**config.mk**
```make
export PLATFORM = sky130hd
export DESIGN_NAME = ckm_beta
export DESIGN_NICKNAME = d
export VERILOG_FILES = /design/src/hdl/chroma_key_matte_top_assert.svh /design/src/hdl/ckm_pkg.sv /design/src/hdl/ckm_beta.sv
export SDC_FILE = /design/constraint.sdc
export NUM_CORES = 2
export LEC_CHECK = 0
export BUFFER_PORTS_ARGS = -buffer_cell sky130_fd_sc_hd__buf_2
export CORE_AREA = 5 5 474 476
export DETAILED_ROUTE_END_ITERATION = 12
export DIE_AREA = 0 0 479 481
export PLACE_DENSITY = 0.57
export SYNTH_ARGS = -nofsm -noshare
export SYNTH_HDL_FRONTEND = slang
export SYNTH_SLANG_ARGS = --single-unit
```
**constraint.sdc**
```tcl
create_clock -name clock -period 5.9 [get_ports clock]
set_input_delay 0 -clock clock [delete_from_list [all_inputs] [get_ports clock]]
set_output_delay 0 -clock clock [all_outputs]
set_load 0.02 [all_outputs]
```
**src/hdl/chroma_key_matte_top_assert.svh**
```systemverilog
// Assertion macros shared by the matte pipeline.
`ifndef CHROMA_KEY_MATTE_TOP_ASSERT_SVH
`define CHROMA_KEY_MATTE_TOP_ASSERT_SVH
`ifndef ASSERT_OFF
`define CKM_ASSERT(lbl, prop, msg) \
   lbl: assert property (@(posedge clock) disable iff (reset) prop) else $error(msg);
`define CKM_ASSERT_NEXT(lbl, pre, post, msg) \
   lbl: assert property (@(posedge clock) disable iff (reset) (pre) |=> (post)) else $error(msg);
`else
`define CKM_ASSERT(lbl, prop, msg)
`define CKM_ASSERT_NEXT(lbl, pre, post, msg)
`endif
`endif

```
**src/hdl/ckm_pkg.sv**
```systemverilog
package ckm_pkg;

   localparam logic signed [31:0] INV_GAIN_Q30 = 32'sd652032874;
   localparam logic [30:0] HALF_PI_Q30 = 31'd1686629713;
   localparam logic [14:0] ACCEPT_MAX = 15'd25736;
   localparam logic [40:0] KFG_CAP = 41'h100_0000_0000;
   localparam logic [15:0] Q15_ONE = 16'd32768;

   localparam logic [1:0] CSR_ACCEPT = 2'd0;
   localparam logic [1:0] CSR_CUTOFF = 2'd1;
   localparam logic [1:0] CSR_GAIN = 2'd2;

   // Item state carried through the second divider.
   typedef struct packed {
      logic [15:0] alpha;
      logic        outside;
      logic        cut;
      logic        mzero;
   } ckm_side_type;

   // Arctangent of 2^-i in Q1.30.
   function automatic logic [30:0] atan_q30(input int i);
      case (i)
         0: return 31'd843314857;
         1: return 31'd497837829;
         2: return 31'd263043837;
         3: return 31'd133525159;
         4: return 31'd67021687;
         5: return 31'd33543516;
         6: return 31'd16775851;
         7: return 31'd8388437;
         8: return 31'd4194283;
         9: return 31'd2097149;
         default: begin
            if (i > 30) return 31'd0;
            else return 31'd1 << (30 - i);
         end
      endcase
   endfunction

endpackage

```
**src/hdl/ckm_beta.sv**
```systemverilog
module ckm_beta import ckm_pkg::*; #(
   parameter int CORDIC_STEPS = 16,
   parameter int FRAC_BITS = 15
) (
   input  logic                        clock,
   input  logic                        reset,
   input  logic                        en,
   input  logic                        in_valid,
   input  logic signed [FRAC_BITS+4:0] x,
   input  logic signed [FRAC_BITS+4:0] az,
   input  logic [14:0]                 cutoff,
   output logic                        out_valid,
   output logic                        out_cut
);
   localparam int CS = CORDIC_STEPS;
   localparam int WB = FRAC_BITS + 7;
   localparam int WA = 33;

   logic signed [WB-1:0] bx_ff [0:CS];
   logic signed [WB-1:0] by_ff [0:CS];
   logic signed [WA-1:0] ang_ff [0:CS];
   logic                 valid_ff [0:CS];

   logic signed [WB-1:0] xe, ze;
   assign xe = WB'(x);
   assign ze = WB'(az);

   always_ff @(posedge clock) begin
      if (reset) valid_ff[0] <= 1'b0;
      else if (en) valid_ff[0] <= in_valid;
      if (en) begin
         // A vector in the left half plane is turned by a quarter turn first.
         if (x < 0) begin
            bx_ff[0] <= ze;
            by_ff[0] <= -xe;
            ang_ff[0] <= signed'({2'b00, HALF_PI_Q30});
         end else begin
            bx_ff[0] <= xe;
            by_ff[0] <= ze;
            ang_ff[0] <= '0;
         end
      end
   end

   for (genvar i = 0; i < CS; i++) begin : g_step
      localparam logic signed [WA-1:0] AT = signed'({2'b00, atan_q30(i)});
      logic signed [WB-1:0] bx_in, by_in;
      logic signed [WA-1:0] ang_in;

      always_comb begin
         if (by_ff[i] > 0) begin
            bx_in = bx_ff[i] + (by_ff[i] >>> i);
            by_in = by_ff[i] - (bx_ff[i] >>> i);
            ang_in = ang_ff[i] + AT;
         end else begin
            bx_in = bx_ff[i] - (by_ff[i] >>> i);
            by_in = by_ff[i] + (bx_ff[i] >>> i);
            ang_in = ang_ff[i] - AT;
         end
      end

      always_ff @(posedge clock) begin
         if (reset) valid_ff[i+1] <= 1'b0;
         else if (en) valid_ff[i+1] <= valid_ff[i];
         if (en) begin
            bx_ff[i+1] <= bx_in;
            by_ff[i+1] <= by_in;
            ang_ff[i+1] <= ang_in;
         end
      end
   end

   logic signed [WA-1:0] ang_abs;
   assign ang_abs = (ang_ff[CS] < 0) ? -ang_ff[CS] : ang_ff[CS];
   assign out_cut = ang_abs < signed'({2'b00, cutoff, 16'h0000});
   assign out_valid = valid_ff[CS];
endmodule

```
==> PnR_summary.wiki <==
{| class="wikitable"
! Metric !! Value
|-
| Status || finished, final reports clean
|-
| Port Buffers || 60
|-
| Crit end category || flip-flop
|-
| Critical-path cell list || or4_1 -> nor4_1 -> nand2_1 -> nor2_1 -> a21oi_4 -> buf_4 -> ha_1 -> o21ai_0 -> o21ai_0 -> a41oi_1 -> o31a_1 -> o21ai_0 -> a31oi_1 -> o31ai_1 -> a21o_1 -> a21oi_1 -> xnor2_1
|-
| Mapped cell area || between 80000 and 90000 sq um
|-
| Area Overhead vs Synth || 11.4%
|-
| IO Pins || 61
|-
| DRC viols || 0
|-
| Upper clock frequency limit || 181 MHz
|-
| Clock-pin slew reported for the worst setup and hold paths after clock tree synthesis || roughly 0.060 ns
|-
| Total stage count of the critical path || 17
|-
| Length of the first detailed-routing pass in iterations || 6
|-
| Root buffer cell || sky130_fd_sc_hd__clkbuf_16
|-
| Syn avg cell area || 9.91 sq um
|-
| Die W || 479 um
|-
| Endpoint required time on the critical path || 6.43 ns
|-
| Buf+Inv Stages, Crit Path || 1
|-
| Hold Path Depth || 4
|-
| Minimum hold slack || 0.106 ns
|-
| Critical-path maximum fanout || 40
|-
| Flip-flop and latch count after synthesis || 1183
|-
| Setup Skew || 0.0307 ns
|-
| CTS max path bufs || 3
|-
| Post-layout nets || 10441
|-
| Critical Path Most Common Cell || sky130_fd_sc_hd__o21ai_0
|-
| Sinks on the clock net || 1183
|-
| Arrival @ worst endpoint || ~6 ns
|-
| Standard-cell rows || 173
|-
| Most used cells in the layout excluding fill and tap cells || sky130_fd_sc_hd__edfxtp_1, sky130_fd_sc_hd__ha_1, sky130_fd_sc_hd__xnor2_1
|-
| Wirelength, routed || 221 mm
|-
| Dominant cells by area after synthesis || sky130_fd_sc_hd__edfxtp_1, sky130_fd_sc_hd__ha_1, sky130_fd_sc_hd__xnor2_1, sky130_fd_sc_hd__a21oi_1, sky130_fd_sc_hd__xor2_1
|-
| Weighted congestion reported at the end of routability-driven placement || just under 0.9
|-
| Proportion of layout cells with a drive suffix above 1 || 0.0516
|-
| Via count of the first global-routing pass || 65468
|-
| Worst setup endpoint || ang_ff[0][194]
|-
| Synth Net Count || ~10000
|-
| Overall global routing resource usage || 0.187
|-
| Die outline area || 230000 sq um
|-
| Hold violation count in the final report || 0
|-
| Worst path top cell family by delay || compound AO/OA/AOI/OAI gates
|-
| Startpoint class of the critical path || flip-flop
|-
| Worst-case register-to-register setup slack || 0.38 ns
|-
| Cts bufs inserted || 144
|-
| Largest net degree at the start of global routing || about 180
|-
| Count of maximum capacitance violations || 0
|-
| Final Max Tran Viols || 0
|-
| Final worst path period share || 0.936
|-
| Launch point of the worst path || by_ff[0][98]
|-
| H-Tree Depth || 4
|-
| Area share of the largest cell type after synthesis || 0.396
|-
| Worst slew margin || 0.267
|-
| Clock latency on the worst-skew pair || 0.80 ns
|-
| Synthesis Warnings || 0
|-
| Most common cell after layout, fill and taps aside || sky130_fd_sc_hd__edfxtp_1
|-
| Minimum clock period after layout || 5.52 ns
|-
| Number of synthesized flops with an enable pin || 1183
|-
| Cell with the largest stage delay on the worst path || sky130_fd_sc_hd__or4_1
|-
| Share of synthesized flip-flops with an asynchronous set or reset || 0
|-
| Launch point of the worst reg-to-reg path || by_ff[0][98]
|-
| Netlist cell types || 75
|-
| Synthesized instance count || 9054
|-
| Setup violators final || 0
|-
| Worst min-delay path class || input pin to flip-flop
|-
| Most frequently used flop master after synthesis || sky130_fd_sc_hd__edfxtp_1
|-
| Sum of overflow across all layers after global routing || 0
|-
| DR WL/cell || 18.0 um
|-
| Number of nets with antenna violations after routing || 0
|-
| Count of cells along the worst register-to-register path || 17
|-
| Crit Path Category || flip-flop to flip-flop
|-
| Vertical die dimension || 481 um
|-
| Placeable core region || 221000 sq um
|-
| Slowest cell delay on critical path || 0.56 ns
|-
| Number of vias per cell || 5.49
|-
| Via count of the routed design || 67608
|-
| Number of antenna violations at the first check in global routing || 5
|-
| Clock tree from TritonCTS || yes
|-
| Share of synthesized area occupied by flip-flops and latches || 0.396
|-
| Pin slew with the least headroom to its limit || roughly 1.1 ns
|-
| Effective utilization at floorplan || 0.407
|-
| DPL Wire Length || about 170 mm
|-
| Wire length of the first global-routing pass || 352 mm
|-
| Reg-to-reg critical path endpoint || ang_ff[0][194]
|-
| Number of design-rule violations left by the first detailed-router iteration || between 4000 and 5000
|-
| Largest area contributor in the netlist || sky130_fd_sc_hd__edfxtp_1
|}
==> per-stage QoR <==
step / std cells / util / setup TNS [ns] / area (sq um) / setup slack [ns]
3_5_place_dp: 11974 / 0.427 / 0 / 94100 / 0.111
5_1_grt: 12321 / 0.453 / -0.00683 / 100000 / -0.00683
6_report: 12321 / 0.453 / 0 / 100000 / 0.376
2_1_floorplan: 9054 / - / 0 / 89800 / 0.0394
3_3_place_gp: 11974 / 0.427 / 0 / 94100 / 0.141
4_1_cts: 12316 / 0.453 / 0 / 99900 / 0.0934
==> worst min path at each step <==
| stage | startpoint | end | slack, ns |
|---|---|---|---|
| after floorplan | en | ang_ff[0][100] | 0.11 |
| after global placement | in_valid | valid_ff[0] | 0.29 |
| after detailed placement | in_valid | valid_ff[0] | 0.28 |
| after CTS | az[9] | by_ff[0][9] | 0.01 |
| after global routing | az[9] | by_ff[0][9] | 0.07 |
| final | az[17] | by_ff[0][17] | 0.11 |
==> worst reg2reg max path, cell delays in order, from the launching register on <==
cell                       delay [ns]
sky130_fd_sc_hd__edfxtp_1        0.45
sky130_fd_sc_hd__or4_1           0.56
sky130_fd_sc_hd__nor4_1          0.52
sky130_fd_sc_hd__nand2_1         0.21
sky130_fd_sc_hd__nor2_1          0.30
sky130_fd_sc_hd__a21oi_4         0.16
sky130_fd_sc_hd__buf_4           0.31
sky130_fd_sc_hd__ha_1            0.42
sky130_fd_sc_hd__o21ai_0         0.11
sky130_fd_sc_hd__o21ai_0         0.24
sky130_fd_sc_hd__a41oi_1         0.20
sky130_fd_sc_hd__o31a_1          0.32
sky130_fd_sc_hd__o21ai_0         0.36
sky130_fd_sc_hd__a31oi_1         0.19
sky130_fd_sc_hd__o31ai_1         0.50
sky130_fd_sc_hd__a21o_1          0.21
sky130_fd_sc_hd__a21oi_1         0.09
sky130_fd_sc_hd__xnor2_1         0.13
==> synthesized netlist by cell type (94+ instances only) <==
cell                       instances
sky130_fd_sc_hd__clkbuf_1         99
sky130_fd_sc_hd__nor2_1          715
sky130_fd_sc_hd__nor2b_1         137
sky130_fd_sc_hd__xor2_1          327
sky130_fd_sc_hd__xnor2_1         886
sky130_fd_sc_hd__o21bai_1        112
sky130_fd_sc_hd__nand3_1         197
sky130_fd_sc_hd__a21oi_1         745
sky130_fd_sc_hd__inv_1           519
sky130_fd_sc_hd__or3_1            96
sky130_fd_sc_hd__nor3_1          257
sky130_fd_sc_hd__nand2_1         586
sky130_fd_sc_hd__o21ai_0         557
sky130_fd_sc_hd__a21o_1          243
sky130_fd_sc_hd__nand2b_1        120
sky130_fd_sc_hd__o31ai_1          94
sky130_fd_sc_hd__ha_1           1018
sky130_fd_sc_hd__o21a_1          107
sky130_fd_sc_hd__edfxtp_1       1183
==> layout make-up <==
type,count,area (sq um)
diodes,2,5.00
clock buffers,173,3750
clock inverters,85,1140
fillers,20568,121000
inverters,529,1990
multi-input cells,7223,52000
flip-flops and latches,1183,35500
well taps,2887,3610
repair buffers,239,1980
==> repair_timing <==
item,CTS,global route
setup endpoints to repair,0,34
endpoints found under the hold margin,370,0
hold buffers,84,0
resized for setup,0,23
setup buffers,0,3
==> state kept, by name, summed over array words and instances, names as in the netlist <==
name and flops:
valid_ff 17, ang_ff 501, by_ff 351, bx_ff 314
==> kinds of logic after synthesis <==
logic type | count (synthesis) | synth area share
adders and majority gates | 1062 | 0.152
AOI/OAI and AO/OA | 2414 | 0.169
muxes | 41 | 0.00491
DFF | 1183 | 0.396
buffers and inverters | 648 | 0.0271
and+or+nand+nor | 2493 | 0.133
xor gates and xnor gates | 1213 | 0.118
==> metal layers <==
layer	global-route usage	wire, um
met5	0	13
met4	0.0519	6040
met3	0.0234	8330
met2	0.316	103000
met1	0.252	104000
Power is not shown: default switching activity piles up to over one toggle a cycle in this logic, so the estimate is an artifact.
